<file path="src/rtl/dftr_pkg.sv">
// Shared types, widths and constant functions of the direct real-input DFT.
// Used by the front, queue and back modules and by the top level; no dependencies.
`timescale 1ns / 1ps

package dftr_pkg;

  localparam int SAMPLE_W    = 16;
  localparam int IDX_MAX_W   = 6;
  localparam int BIN_W       = 6;
  localparam int PART_W      = 23;
  localparam int FREQ_W      = 38;
  localparam int STEP_W      = 32;
  localparam int COEF_W      = 16;
  localparam int PROD_W      = 32;
  localparam int ACC_W       = 38;
  localparam int FRAC_DROP   = 15;
  localparam int QUEUE_DEPTH = 4;

  localparam logic [STEP_W-1:0] FREQ_STEP_RESET = 32'd65536;

  // pi in Q4.28
  localparam longint unsigned PI_Q28 = 64'd843314857;
  localparam int TAYLOR_TERMS = 12;

  // Taylor divisors: (2i-1)(2i) for cosine, (2i)(2i+1) for sine
  localparam longint unsigned COS_DIV [TAYLOR_TERMS] =
    '{2, 12, 30, 56, 90, 132, 182, 240, 306, 380, 462, 552};
  localparam longint unsigned SIN_DIV [TAYLOR_TERMS] =
    '{6, 20, 42, 72, 110, 156, 210, 272, 342, 420, 506, 600};

  // one sample as it travels from the front to the back
  typedef struct packed {
    logic [IDX_MAX_W-1:0]        idx;
    logic                        last;
    logic signed [SAMPLE_W-1:0]  sample;
  } q_entry_t;

  typedef enum logic {
    B_LOAD,
    B_RUN
  } back_state_t;

  // Q28 Taylor series of cos (odd = 0) or sin (odd = 1)
  function automatic logic signed [63:0] taylor_q28(input logic [63:0] theta,
                                                    input logic odd);
    logic [63:0]        x2;
    logic [63:0]        term;
    logic signed [63:0] sum;
    x2   = (theta * theta) >> 28;
    term = odd ? theta : (64'd1 << 28);
    sum  = signed'(term);
    for (int i = 0; i < TAYLOR_TERMS; i++) begin
      if (odd) begin
        term = ((term * x2) >> 28) / SIN_DIV[i];
      end else begin
        term = ((term * x2) >> 28) / COS_DIV[i];
      end
      // first correction term subtracts, then the signs alternate
      if (i[0] == 1'b0) begin
        sum = sum - signed'(term);
      end else begin
        sum = sum + signed'(term);
      end
    end
    return sum;
  endfunction

  // round magnitude to Q1.15, saturate
  function automatic logic signed [COEF_W-1:0] q28_to_q15(input logic signed [63:0] v);
    logic        neg;
    logic [63:0] mag;
    logic [63:0] r;
    logic signed [COEF_W-1:0] res;
    neg = v[63];
    mag = neg ? 64'(-v) : 64'(v);
    r   = (mag + 64'd4096) >> 13;
    if (neg) begin
      res = (r >= 64'd32768) ? 16'sh8000 : -signed'(16'(r));
    end else begin
      res = (r > 64'd32767) ? 16'sh7fff : signed'(16'(r));
    end
    return res;
  endfunction

  function automatic logic signed [COEF_W-1:0] cos_q15(input logic [63:0] theta);
    return q28_to_q15(taylor_q28(theta, 1'b0));
  endfunction

  function automatic logic signed [COEF_W-1:0] sin_q15(input logic [63:0] theta,
                                                       input logic neg);
    logic signed [63:0] s;
    s = taylor_q28(theta, 1'b1);
    if (neg) begin
      s = -s;
    end
    return q28_to_q15(s);
  endfunction

endpackage

</file>
<file path="src/rtl/direct_dft_real_input.sv">
// Top level of the direct real-input DFT: front end, sample queue, compute engine.
// Depends on dftr_pkg, dftr_front, dftr_queue, dftr_back (and dftr_ram below it).
`timescale 1ns / 1ps

// Usage
//   Input: drive in_sample and raise start; the word is taken at a rising edge
//   with start high and busy low. Every POINTS words form one block, in order
//   of time; the word that completes a block launches the transform.
//   Config: cfg_freq_step (unsigned Q16.16) is written on cfg_valid && cfg_ready;
//   cfg_ready is always high. Write it only while the block is idle.
//   Output: one word per bin, bins 0..POINTS-1 in order, each on the out_ ports
//   for exactly one cycle with out_valid high; out_last_bin marks the final bin.
//   The receiver cannot stall, so nothing is held back on the output side.
// Timing
//   A word is accepted while busy is low; a short queue takes up to four words
//   while the engine is busy, then busy rises until the engine takes one out.
//   One multiply-accumulate per cycle on a shared multiplier pair and one RAM
//   read port; the engine takes no words from the queue while it runs a block.
// Reset
//   rst_n (synchronous, active low) empties the queue, restarts the block count,
//   stops any transform and sets freq_step to 1.0 (65536); the store keeps its words.

module direct_dft_real_input #(
  parameter int POINTS = 64
) (
  input  logic               clk,
  input  logic               rst_n,
  input  logic               start,
  output logic               busy,
  input  logic [15:0]        in_sample,
  input  logic               cfg_valid,
  output logic               cfg_ready,
  input  logic [31:0]        cfg_freq_step,
  output logic               out_valid,
  output logic [5:0]         out_bin_index,
  output logic signed [22:0] out_real_part,
  output logic signed [22:0] out_imag_part,
  output logic [37:0]        out_bin_frequency,
  output logic               out_last_bin
);

  dftr_pkg::q_entry_t push_entry;
  dftr_pkg::q_entry_t pop_entry;
  logic               push;
  logic               pop;
  logic               q_full;
  logic               q_empty;
  logic [31:0]        freq_step_r;
  logic [31:0]        freq_step_nxt;

  // config register: always ready, take the word on valid
  assign cfg_ready = 1'b1;

  always_comb begin
    freq_step_nxt = freq_step_r;
    if (cfg_valid && cfg_ready) begin
      freq_step_nxt = cfg_freq_step;
    end
  end

  always_ff @(posedge clk) begin
    if (!rst_n) begin
      freq_step_r <= dftr_pkg::FREQ_STEP_RESET;
    end else begin
      freq_step_r <= freq_step_nxt;
    end
  end

  // hold off new samples only when the queue has no room
  assign busy = q_full;

  dftr_front #(.POINTS(POINTS)) u_front (
    .clk    (clk),
    .rst_n  (rst_n),
    .start  (start),
    .sample (in_sample),
    .q_full (q_full),
    .push   (push),
    .entry  (push_entry)
  );

  dftr_queue u_queue (
    .clk        (clk),
    .rst_n      (rst_n),
    .push       (push),
    .push_entry (push_entry),
    .pop        (pop),
    .pop_entry  (pop_entry),
    .full       (q_full),
    .empty      (q_empty)
  );

  dftr_back #(.POINTS(POINTS)) u_back (
    .clk               (clk),
    .rst_n             (rst_n),
    .q_empty           (q_empty),
    .q_entry           (pop_entry),
    .pop               (pop),
    .freq_step         (freq_step_r),
    .out_valid         (out_valid),
    .out_bin_index     (out_bin_index),
    .out_real_part     (out_real_part),
    .out_imag_part     (out_imag_part),
    .out_bin_frequency (out_bin_frequency),
    .out_last_bin      (out_last_bin)
  );

endmodule

</file>
<file path="src/rtl/dftr_ram.sv">
// Generic single-write, single-read RAM with registered read data.
// No dependencies.
`timescale 1ns / 1ps

module dftr_ram #(
  parameter int WIDTH = 16,
  parameter int DEPTH = 64
) (
  input  logic                     clk,
  input  logic                     we,
  input  logic [$clog2(DEPTH)-1:0] waddr,
  input  logic [WIDTH-1:0]         wdata,
  input  logic [$clog2(DEPTH)-1:0] raddr,
  output logic [WIDTH-1:0]         rdata
);

  logic [WIDTH-1:0] mem_r [DEPTH];
  logic [WIDTH-1:0] rdata_r;

  always_ff @(posedge clk) begin
    if (we) begin
      mem_r[waddr] <= wdata;
    end
    rdata_r <= mem_r[raddr];
  end

  assign rdata = rdata_r;

endmodule

</file>
<file path="src/rtl/dftr_front.sv">
// Front end: accept samples, tag each with its slot and the end-of-block flag.
// Depends on dftr_pkg.
`timescale 1ns / 1ps

module dftr_front #(
  parameter int POINTS = 64
) (
  input  logic                clk,
  input  logic                rst_n,
  input  logic                start,
  input  logic [15:0]         sample,
  input  logic                q_full,
  output logic                push,
  output dftr_pkg::q_entry_t  entry
);

  localparam int IDX_W = $clog2(POINTS);
  localparam int IMW   = dftr_pkg::IDX_MAX_W;
  localparam logic [IDX_W-1:0] LAST = IDX_W'(POINTS - 1);

  logic [IDX_W-1:0] load_count_r;
  logic [IDX_W-1:0] load_count_nxt;

  assign push = start && !q_full;

  always_comb begin
    load_count_nxt = load_count_r;
    if (push) begin
      load_count_nxt = (load_count_r == LAST) ? '0 : load_count_r + 1'b1;
    end
  end

  always_comb begin
    entry.idx    = IMW'(load_count_r);
    entry.last   = (load_count_r == LAST);
    entry.sample = signed'(sample);
  end

  always_ff @(posedge clk) begin
    if (!rst_n) begin
      load_count_r <= '0;
    end else begin
      load_count_r <= load_count_nxt;
    end
  end

endmodule

</file>
<file path="src/rtl/dftr_queue.sv">
// Short FIFO of tagged samples between the front end and the compute engine.
// Depends on dftr_pkg.
`timescale 1ns / 1ps

module dftr_queue (
  input  logic                clk,
  input  logic                rst_n,
  input  logic                push,
  input  dftr_pkg::q_entry_t  push_entry,
  input  logic                pop,
  output dftr_pkg::q_entry_t  pop_entry,
  output logic                full,
  output logic                empty
);

  localparam int DEPTH = dftr_pkg::QUEUE_DEPTH;
  localparam int PTR_W = $clog2(DEPTH);
  localparam int CNT_W = PTR_W + 1;

  dftr_pkg::q_entry_t mem_r [DEPTH];
  logic [PTR_W-1:0] wr_ptr_r, wr_ptr_nxt;
  logic [PTR_W-1:0] rd_ptr_r, rd_ptr_nxt;
  logic [CNT_W-1:0] count_r, count_nxt;
  logic             do_push, do_pop;

  assign full      = (count_r == CNT_W'(DEPTH));
  assign empty     = (count_r == '0);
  assign do_push   = push && !full;
  assign do_pop    = pop && !empty;
  assign pop_entry = mem_r[rd_ptr_r];

  always_comb begin
    wr_ptr_nxt = do_push ? wr_ptr_r + 1'b1 : wr_ptr_r;
    rd_ptr_nxt = do_pop ? rd_ptr_r + 1'b1 : rd_ptr_r;
    count_nxt  = count_r;
    if (do_push && !do_pop) begin
      count_nxt = count_r + 1'b1;
    end else if (do_pop && !do_push) begin
      count_nxt = count_r - 1'b1;
    end
  end

  always_ff @(posedge clk) begin
    if (do_push) begin
      mem_r[wr_ptr_r] <= push_entry;
    end
  end

  always_ff @(posedge clk) begin
    if (!rst_n) begin
      wr_ptr_r <= '0;
      rd_ptr_r <= '0;
      count_r  <= '0;
    end else begin
      wr_ptr_r <= wr_ptr_nxt;
      rd_ptr_r <= rd_ptr_nxt;
      count_r  <= count_nxt;
    end
  end

endmodule

</file>
<file path="src/rtl/dftr_back.sv">
// Compute engine: store a block of samples, then run one shared
// multiply-accumulate over every (bin, sample) pair. Depends on dftr_pkg, dftr_ram.
`timescale 1ns / 1ps

module dftr_back #(
  parameter int POINTS = 64
) (
  input  logic                clk,
  input  logic                rst_n,
  input  logic                q_empty,
  input  dftr_pkg::q_entry_t  q_entry,
  output logic                pop,
  input  logic [31:0]         freq_step,
  output logic                out_valid,
  output logic [5:0]          out_bin_index,
  output logic signed [22:0]  out_real_part,
  output logic signed [22:0]  out_imag_part,
  output logic [37:0]         out_bin_frequency,
  output logic                out_last_bin
);

  localparam int IDX_W = $clog2(POINTS);
  localparam int PH_W  = IDX_W + 1;
  localparam int SW    = dftr_pkg::SAMPLE_W;
  localparam int CW    = dftr_pkg::COEF_W;
  localparam int PW    = dftr_pkg::PROD_W;
  localparam int AW    = dftr_pkg::ACC_W;
  localparam int BW    = dftr_pkg::BIN_W;
  localparam int FW    = dftr_pkg::FREQ_W;
  localparam int RW    = dftr_pkg::PART_W;
  localparam int DROP  = dftr_pkg::FRAC_DROP;
  localparam longint unsigned PTS = POINTS;
  localparam logic [IDX_W-1:0] LAST = IDX_W'(POINTS - 1);

  typedef struct packed {
    logic             v;
    logic             first;
    logic             last;
    logic [IDX_W-1:0] k;
  } tag_t;

  // coefficient ROM, evaluated at elaboration
  logic signed [CW-1:0] cos_tab [POINTS];
  logic signed [CW-1:0] sin_tab [POINTS];

  for (genvar m = 0; m < POINTS; m++) begin : g_tab
    localparam longint unsigned R = (m <= POINTS - m) ? m : POINTS - m;
    localparam logic [63:0] THETA = (64'd2 * dftr_pkg::PI_Q28 * R + PTS / 2) / PTS;
    localparam logic signed [CW-1:0] COS_M = dftr_pkg::cos_q15(THETA);
    localparam logic signed [CW-1:0] SIN_M = dftr_pkg::sin_q15(THETA, m > POINTS - m);
    assign cos_tab[m] = COS_M;
    assign sin_tab[m] = SIN_M;
  end

  dftr_pkg::back_state_t state_r, state_nxt;
  logic [IDX_W-1:0] k_r, k_nxt;
  logic [IDX_W-1:0] n_r, n_nxt;
  logic [IDX_W-1:0] phase_r, phase_nxt;
  logic             issue;
  logic [PH_W-1:0]  ph_sum;

  tag_t                 s1_tag_r, s2_tag_r, s3_tag_r;
  logic [IDX_W-1:0]     s1_phase_r;
  logic [SW-1:0]        ram_rdata;
  logic signed [PW-1:0] prod_re, prod_im;
  logic signed [PW-1:0] s2_pre_r, s2_pim_r;
  logic signed [AW-1:0] acc_re_r, acc_re_nxt;
  logic signed [AW-1:0] acc_im_r, acc_im_nxt;
  logic [FW-1:0]        freq_prod;

  logic                 out_valid_r;
  logic [BW-1:0]        out_bin_r;
  logic signed [RW-1:0] out_re_r, out_im_r;
  logic [FW-1:0]        out_freq_r;
  logic                 out_last_r;

  dftr_ram #(.WIDTH(SW), .DEPTH(POINTS)) u_store (
    .clk   (clk),
    .we    (pop),
    .waddr (q_entry.idx[IDX_W-1:0]),
    .wdata (q_entry.sample),
    .raddr (n_r),
    .rdata (ram_rdata)
  );

  // next state
  always_comb begin
    state_nxt = state_r;
    case (state_r)
      dftr_pkg::B_LOAD: begin
        if (!q_empty && q_entry.last) begin
          state_nxt = dftr_pkg::B_RUN;
        end
      end
      dftr_pkg::B_RUN: begin
        if (n_r == LAST && k_r == LAST) begin
          state_nxt = dftr_pkg::B_LOAD;
        end
      end
      default: state_nxt = dftr_pkg::B_LOAD;
    endcase
  end

  // state outputs
  always_comb begin
    pop   = 1'b0;
    issue = 1'b0;
    case (state_r)
      dftr_pkg::B_LOAD: pop   = !q_empty;
      dftr_pkg::B_RUN:  issue = 1'b1;
      default: begin
        pop   = 1'b0;
        issue = 1'b0;
      end
    endcase
  end

  // bin / sample counters; phase tracks (k*n) mod POINTS
  assign ph_sum = {1'b0, phase_r} + {1'b0, k_r};

  always_comb begin
    k_nxt     = k_r;
    n_nxt     = n_r;
    phase_nxt = phase_r;
    if (pop && q_entry.last) begin
      k_nxt     = '0;
      n_nxt     = '0;
      phase_nxt = '0;
    end else if (issue) begin
      if (n_r == LAST) begin
        n_nxt     = '0;
        phase_nxt = '0;
        k_nxt     = k_r + 1'b1;
      end else begin
        n_nxt     = n_r + 1'b1;
        phase_nxt = (ph_sum >= PH_W'(POINTS)) ? IDX_W'(ph_sum - PH_W'(POINTS))
                                              : ph_sum[IDX_W-1:0];
      end
    end
  end

  assign prod_re = signed'(ram_rdata) * cos_tab[s1_phase_r];
  assign prod_im = signed'(ram_rdata) * sin_tab[s1_phase_r];

  always_comb begin
    acc_re_nxt = (s2_tag_r.first ? AW'(0) : acc_re_r) + AW'(s2_pre_r);
    acc_im_nxt = (s2_tag_r.first ? AW'(0) : acc_im_r) - AW'(s2_pim_r);
  end

  assign freq_prod = FW'(s3_tag_r.k) * FW'(freq_step);

  always_ff @(posedge clk) begin
    if (!rst_n) begin
      state_r     <= dftr_pkg::B_LOAD;
      k_r         <= '0;
      n_r         <= '0;
      phase_r     <= '0;
      s1_tag_r    <= '0;
      s2_tag_r    <= '0;
      s3_tag_r    <= '0;
      out_valid_r <= 1'b0;
    end else begin
      state_r     <= state_nxt;
      k_r         <= k_nxt;
      n_r         <= n_nxt;
      phase_r     <= phase_nxt;
      s1_tag_r    <= '{v: issue, first: (n_r == '0), last: (n_r == LAST), k: k_r};
      s2_tag_r    <= s1_tag_r;
      s3_tag_r    <= '{v: s2_tag_r.v && s2_tag_r.last, first: 1'b0, last: 1'b0,
                       k: s2_tag_r.k};
      out_valid_r <= s3_tag_r.v;
    end
  end

  // datapath, no reset
  always_ff @(posedge clk) begin
    s1_phase_r <= phase_r;
    s2_pre_r   <= prod_re;
    s2_pim_r   <= prod_im;
    if (s2_tag_r.v) begin
      acc_re_r <= acc_re_nxt;
      acc_im_r <= acc_im_nxt;
    end
    if (s3_tag_r.v) begin
      out_bin_r  <= BW'(s3_tag_r.k);
      out_re_r   <= acc_re_r[DROP +: RW];
      out_im_r   <= acc_im_r[DROP +: RW];
      out_freq_r <= freq_prod;
      out_last_r <= (s3_tag_r.k == LAST);
    end
  end

  assign out_valid         = out_valid_r;
  assign out_bin_index     = out_bin_r;
  assign out_real_part     = out_re_r;
  assign out_imag_part     = out_im_r;
  assign out_bin_frequency = out_freq_r;
  assign out_last_bin      = out_last_r;

endmodule

</file>
<file path="config.mk">
export PLATFORM = sky130hd
export DESIGN_NAME = direct_dft_real_input
export DESIGN_NICKNAME = d
export VERILOG_FILES = /design/src/rtl/dftr_pkg.sv /design/src/rtl/direct_dft_real_input.sv /design/src/rtl/dftr_ram.sv /design/src/rtl/dftr_front.sv /design/src/rtl/dftr_queue.sv /design/src/rtl/dftr_back.sv
export SDC_FILE = /design/constraint.sdc
export NUM_CORES = 2
export LEC_CHECK = 0
export ABC_AREA = 1
export ABC_CLOCK_PERIOD_IN_PS = 13190
export BUFFER_PORTS_ARGS = -buffer_cell sky130_fd_sc_hd__clkbuf_2
export CAP_MARGIN = 20
export CORE_MARGIN = 2
export CORE_UTILIZATION = 45
export CTS_BUF_LIST = sky130_fd_sc_hd__clkbuf_4 sky130_fd_sc_hd__clkbuf_8 sky130_fd_sc_hd__clkbuf_16
export DETAILED_ROUTE_END_ITERATION = 12
export GPL_ROUTABILITY_DRIVEN = 1
export GPL_TIMING_DRIVEN = 0
export PLACE_DENSITY = 0.64
export SYNTH_ARGS = -nofsm -noshare
export SYNTH_HDL_FRONTEND = slang
export SYNTH_SLANG_ARGS = --single-unit
</file>
<file path="constraint.sdc">
create_clock -name clk -period 13.19 [get_ports clk]
set_input_delay 0.6595 -clock clk [delete_from_list [all_inputs] [get_ports clk]]
set_output_delay 0.6595 -clock clk [all_outputs]
set_load 0.005 [all_outputs]
</file>
# Yosys cells after proc, flatten, opt, wreduce, memory -nomap -nowiden
# Memory sizes are Yosys's and may differ from the RTL's. A register that Yosys moved wholly into a read port is not among the register bits.
# Index checks and enable logic that the tools add are counted.
# totals
memories	4
out_inout_bits	94
inputBits	52
mem_bits_ro	2048
ram_bits	1116
ff_bits	327
# op_classes
magnitude_cmp	2
reduce_logical	18
n_eq_ne	5
n_mux	23
mul	3
addsub	11
n_bitwise	3
# mem_list
name	words	word_bits	read_ports	rd_ports_with_merged_regs	wr	line_no	rtl
(name not given)	64	16	1	0	0	dftr_back.sv:142	assign prod_re = signed'(ram_rdata) * cos_tab[s1_phase_r];
(name not given)	64	16	1	0	0	dftr_back.sv:143	assign prod_im = signed'(ram_rdata) * sin_tab[s1_phase_r];
u_back.u_store.mem_r	64	16	1	1	1	dftr_ram.sv:17	logic [WIDTH-1:0] mem_r [DEPTH];
u_queue.mem_r	4	23	1	1	1	dftr_queue.sv:20	dftr_pkg::q_entry_t mem_r [DEPTH];
# ops
cell	n
2-to-1 mux 38 bit	2
multiplier 16 x 16 -> 32 bit	2
2-to-1 mux 16 bit	4
adder 38 x 32 -> 38 bit	1
multiplier 6 x 32 -> 38 bit	1
subtractor 38 x 32 -> 38 bit	1
== test 6 bit, second input constant	4
2-to-1 mux 6 bit	4
adder 6 x 1 -> 6 bit, second input constant	3
>= comparator 7 bit, second input constant	2
logical AND 1 bit	9
2-to-1 mux 1 bit	8
adder 6 x 6 -> 7 bit	1
NOT 6 -> 7 bit	1
zero test 6 bit	1
2-to-1 mux 3 bit	2
subtractor 6 x 1 -> 6 bit, second input constant	1
adder 2 x 1 -> 2 bit, second input constant	2
zero test 1 bit	4
2-to-1 mux 2 bit	2
adder 3 x 1 -> 3 bit, second input constant	1
== test 3 bit, second input constant	1
zero test 3 bit	1
subtractor 3 x 1 -> 3 bit, second input constant	1
5 further kinds	6

# Logic depth before layout (Yosys ltp)
# depth
depth_word	8
ltp_mapped	36

# By module
# From an unflattened synthesis, not the netlist that was laid out.
# hier_totals
hier_cells	10014
hier_area_um2	91383.9
# modules_own_cells
module	instances	cells_each	area_per_inst_um2	seq_area_each_um2
dftr_back	1	5941	43580.5	7317.0
dftr_ram	1	3517	42099.1	31069.8
dftr_queue	1	292	3930.0	2942.8
direct_dft_real_input	1	203	1343.8	640.6
dftr_front	1	61	430.4	120.1

# Worst setup path before layout
# Ideal clock, no wire load.
# synth_timing
path_type	register to register
startpoint	reg u_back.s1_phase_r[0]
endpoint	reg u_back.s2_pim_r[27]
slack_ns	6.589
setup_time_ns	0.113
synth_period_minus_slack_ns	6.601
required_time_ns	13.077
arrival_time_ns	6.489
stages_incl_launch_ff	29
cell_sequence	dfxtp_1 -> inv_1 -> ha_1 -> inv_1 -> nand2_1 -> o21ai_1 -> a21oi_1 -> o21ai_0 -> nand3_1 -> nor2_1 -> inv_1 -> fa_1 -> fa_1 -> inv_1 -> fa_1 -> fa_1 -> fa_1 -> inv_1 -> fa_1 -> inv_1 -> ha_1 -> nand2_1 -> nor2_1 -> nand2_1 -> inv_1 -> nand3_1 -> or2_2 -> nand4_1 -> nand2_1
# synth_via
elab_chain_cells	5
# synth_rtl
element	line_no	rtl
from (decl)	dftr_back.sv:63	logic [IDX_W-1:0] s1_phase_r;
from (signal assigned)	dftr_back.sv:177	s1_phase_r <= phase_r;
NOT 6 -> 7 bit (implied by the code)	dftr_back.sv:143	
memory read (64 x 16 bit)	n/a	
2-to-1 mux 16 bit (implied by the code) (2 in a row)	dftr_back.sv:143	
multiplier 16 x 16 -> 32 bit	dftr_back.sv:143	
net u_back.prod_im[27]	dftr_back.sv:65	logic signed [PW-1:0] prod_re, prod_im;
to (signal assigned)	dftr_back.sv:179	s2_pim_r <= prod_im;
to (decl)	dftr_back.sv:66	logic signed [PW-1:0] s2_pre_r, s2_pim_r;
# The timed path passes the listed nets, and every way through them passes these cells. The select of a mux whose other input is x is not followed.
# A chain may end at the register's enable or synchronous reset.

# Final worst setup path
# layout_timing
startpoint	reg u_back.s1_phase_r[1]
endpoint	reg u_back.s2_pre_r[31]
# layout_via
elab_chain_cells	5
# layout_rtl
element	line_no	rtl
NOT 6 -> 7 bit (implied by the code)	dftr_back.sv:142	
memory read (64 x 16 bit)	n/a	
2-to-1 mux 16 bit (implied by the code) (2 in a row)	dftr_back.sv:142	
multiplier 16 x 16 -> 32 bit	dftr_back.sv:142	
net u_back.prod_re[31]	dftr_back.sv:65	
to (signal assigned)	dftr_back.sv:178	s2_pre_r <= prod_re;
to (decl)	dftr_back.sv:66	
# The timed path passes the listed nets, and every way through them passes these cells. The select of a mux whose other input is x is not followed.

==> flow_summary_export.csv <==
group,metric,value,unit
routing,drcViolationCount,3,
floorplanning,io_pins,146,
synthesis,synth_cell_types,58,
routing,vias_per_cell,5.40,
synthesis,synth_top_area_cell,"edfxtp_1",
sta,hold_viol_final,0,
hold_path,hold_start,"cfg_freq_step[0]",
grt,overflow,0,
critical_path,cp.required,13.83,ns
cts,numCtsBuffers,158,
sta,period_share,0.674,
routing,vias,72892,
cts,clk_pin_slew,0.06,ns
synthesis,synth_area_leaders,"edfxtp_1 (42%), fa_1 (14%), nand2_1 (11%)",
critical_path,cp_max_fo,9,
placement,numPortBuffers,144,
placement,dpl_worst_slack,4.35,ns
status,outcome,"finished with violations",
cts,cts_tree,"done",
cts,cts_sinks,1461,
synthesis,synthArstFlopShare,0,
routing,wl_per_cell,23.3,µm
critical_path,reg2reg_depth,29,
synthesis,syn_nets,11319,
cts,cts_resized,0,
grt,grt_pass1_wl,462,mm
cts,root_buffer,"clkbuf_16",
synthesis,yosysSeqAreaShare,0.458,
synthesis,synth_ff_type,"edfxtp_1",
placement,gp_congestion,1.01,
floorplanning,die_w,456,µm
hold_path,hp-class,"in2reg",
sta,slew_headroom,0.168,
sta,rsz0062_at_grt,"false",
synthesis,ys_ff_latch,1461,
cts,ctsLongestPathBuffers,3,
floorplanning,fp.coreArea,203000,µm²
critical_path,r2r-end,"u_back.s2_pre_r[31]",
cts,clkLatencyLatePin,0.86,ns
sta,period_needed,8.89,ns
synthesis,syn-instance-count,10310,
sta,finalSetupTns,0,ns
critical_path,cp-end-kind,"flip-flop",
hold_path,min_path_cells,3,
hold_path,hold_end,"freq_step_r[0]",
floorplanning,row_count,165,
sta,finClkSkew,0.0719,ns
placement,dpl.hpwl,240,mm
synthesis,synth_area,91900,µm²
critical_path,max_stage_delay,0.96,ns
floorplanning,die-height,456,µm
synthesis,synth_warnings,0,
cells_and_area,syn_to_final_growth,12.7,%
critical_path,worstReg2RegStart,"u_back.s1_phase_r[1]",
synthesis,synth-edff-count,1283,
sta,finalMaxSlewViolations,0,
grt,antenna_found_initial,7,
sta,timing.final.ws_setup,4.30,ns
synthesis,avgSynthCellArea,8.92,µm²
sta,max_freq,112,MHz
grt,grt_max_degree,70,
synthesis,yosysMostFrequentCell,"nand2_1",
floorplanning,start_util,0.454,
cells_and_area,nets,11715,
routing,routed_wl,315,mm
critical_path,cp_slowest_cell,"dfxtp_1",
grt,grt_pass1_vias,72372,
critical_path,crit_top_cell,"inv_1",
cells_and_area,fin_util,0.511,
critical_path,start_kind,"flip-flop",
cts,cts_max_level,4,
sta,holdWs,0.0487,ns
cells_and_area,drive_above_1_share,0.0785,
flow_run,cap_violations,0,
routing,drt_iter0_drc,8332,
sta,setup-violations-final,0,
routing,antenna_violating_nets_post_route,0,
cts,post-cts-setup-buffer-count,0,
critical_path,arrival,9.53,ns
status,violations,"design-rule violations",
critical_path,worst-setup-path-type,"reg2reg",
synthesis,ys_top_cells_by_count,"nand2_1 (2793), inv_1 (1710), nor2_1 (1306)",
grt,grt.total_usage,0.299,
routing,drtPass1Iterations,10,
critical_path,ff2ff_setup_slack,4.30,ns
sta,tightest_slew,1.25,ns
cts,postCtsHoldBufs,0,
synthesis,synth_top_area_share,0.419,
floorplanning,die-area,208000,µm²
## kinds of logic after synthesis
group | count (synthesis) | share of synthesized area
XOR/XNOR | 113 | 0.0108
AO/OA/AOI/OAI | 771 | 0.0454
flip-flops | 1461 | 0.458
other | 1 | 0.0000408
buffers and inverters | 2119 | 0.0906
adder cells (fa/ha/maj) | 957 | 0.183
AND/OR/NAND/NOR | 4888 | 0.212
## layout by cell type, fill, tap and decap left out, drive strengths merged, types with 3 or more instances in the layout
cell type,instances
nor3,36
clkinvlp,6
nor4,3
edfxtp,1283
ha,308
nand3b,5
o21ai,449
dfxtp,178
o22ai,35
nand4,58
bufinv,9
xnor2,20
o21bai,24
nor2,1311
and3,3
clkinv,71
and2,7
a31oi,4
a21oi,211
a21o,6
o21a,3
a21boi,4
xor2,93
or2,19
fa,649
buf,291
nand3,628
clkbuf,519
diode,4
nor3b,3
nand2,2815
o211ai,25
inv,1748
## stage by stage
step	area, µm²	cells
final	104000	13511
after CTS	104000	13505
after floorplan	91900	10310
after global routing	104000	13508
after detailed placement	98400	13216
after global placement	96000	13126
## how the worst max path moves through the flow
stage | from | endpoint | slack (ns) | cells past startpoint
CTS | u_back.s1_phase_r[1] | u_back.s2_pre_r[31] | 4.32 | 29
finish | u_back.s1_phase_r[1] | u_back.s2_pre_r[31] | 4.30 | 29
global route | u_back.s1_phase_r[1] | u_back.s2_pre_r[31] | 3.82 | 29
floorplan | u_back.s1_phase_r[0] | u_back.s2_pim_r[27] | 6.59 | 28
detailed placement | u_back.s1_phase_r[1] | u_back.s2_pre_r[31] | 4.35 | 29
global placement | u_back.s1_phase_r[1] | u_back.s2_pre_r[31] | 4.30 | 29
## layer usage
| layer | vias up | share of wire | track usage |
|---|---|---|---|
| met5 | - | 0.000086 | 0 |
| met4 | 4 | 0.066 | 0.167 |
| met3 | 841 | 0.10 | 0.0623 |
| met2 | 3800 | 0.45 | 0.476 |
| met1 | 35060 | 0.38 | 0.382 |
| li1 | 33187 | - | - |
## worst max-delay path, delay by kind of cell (launching register included)
family	cells	cell delay, ns
compound gates	3	0.46
fa+ha+maj	8	4.31
buf+inv	7	0.98
flops	1	0.96
simple gates	11	1.98
## flip-flops by register name (all words and copies together) (netlist names), 2 cells and up, named ones only
name,cells
u_back.u_store.mem_r,1024
u_queue.mem_r,92
u_back.acc_im_r,38
u_back.acc_re_r,38
u_back.out_bin_frequency,38
freq_step_r,32
u_back.s2_pim_r,32
u_back.s2_pre_r,32
u_back.out_imag_part,23
u_back.out_real_part,23
u_back.u_store.rdata,16
u_back.s1_tag_r,9
u_back.s2_tag_r,9
u_back.s3_tag_r,7
u_back.k_r,6
u_back.n_r,6
u_back.out_bin_index,6
u_back.phase_r,6
u_back.s1_phase_r,6
u_front.load_count_r,6
u_queue.count_r,3
u_queue.rd_ptr_r,2
u_queue.wr_ptr_r,2
## layout make-up
cell class	count	area [µm²]
multi-input cells	6730	42000
well taps	2672	3340
fillers	18736	99100
plain buffers	369	1760
clock buffers	205	4360
diodes	4	10.0
repair buffers	236	2650
clock inverters	84	901
inverters	1750	6570
flip-flops and latches	1461	42100
Power is not shown: default switching activity piles up to over one toggle a cycle in this logic, so the estimate is an artifact.
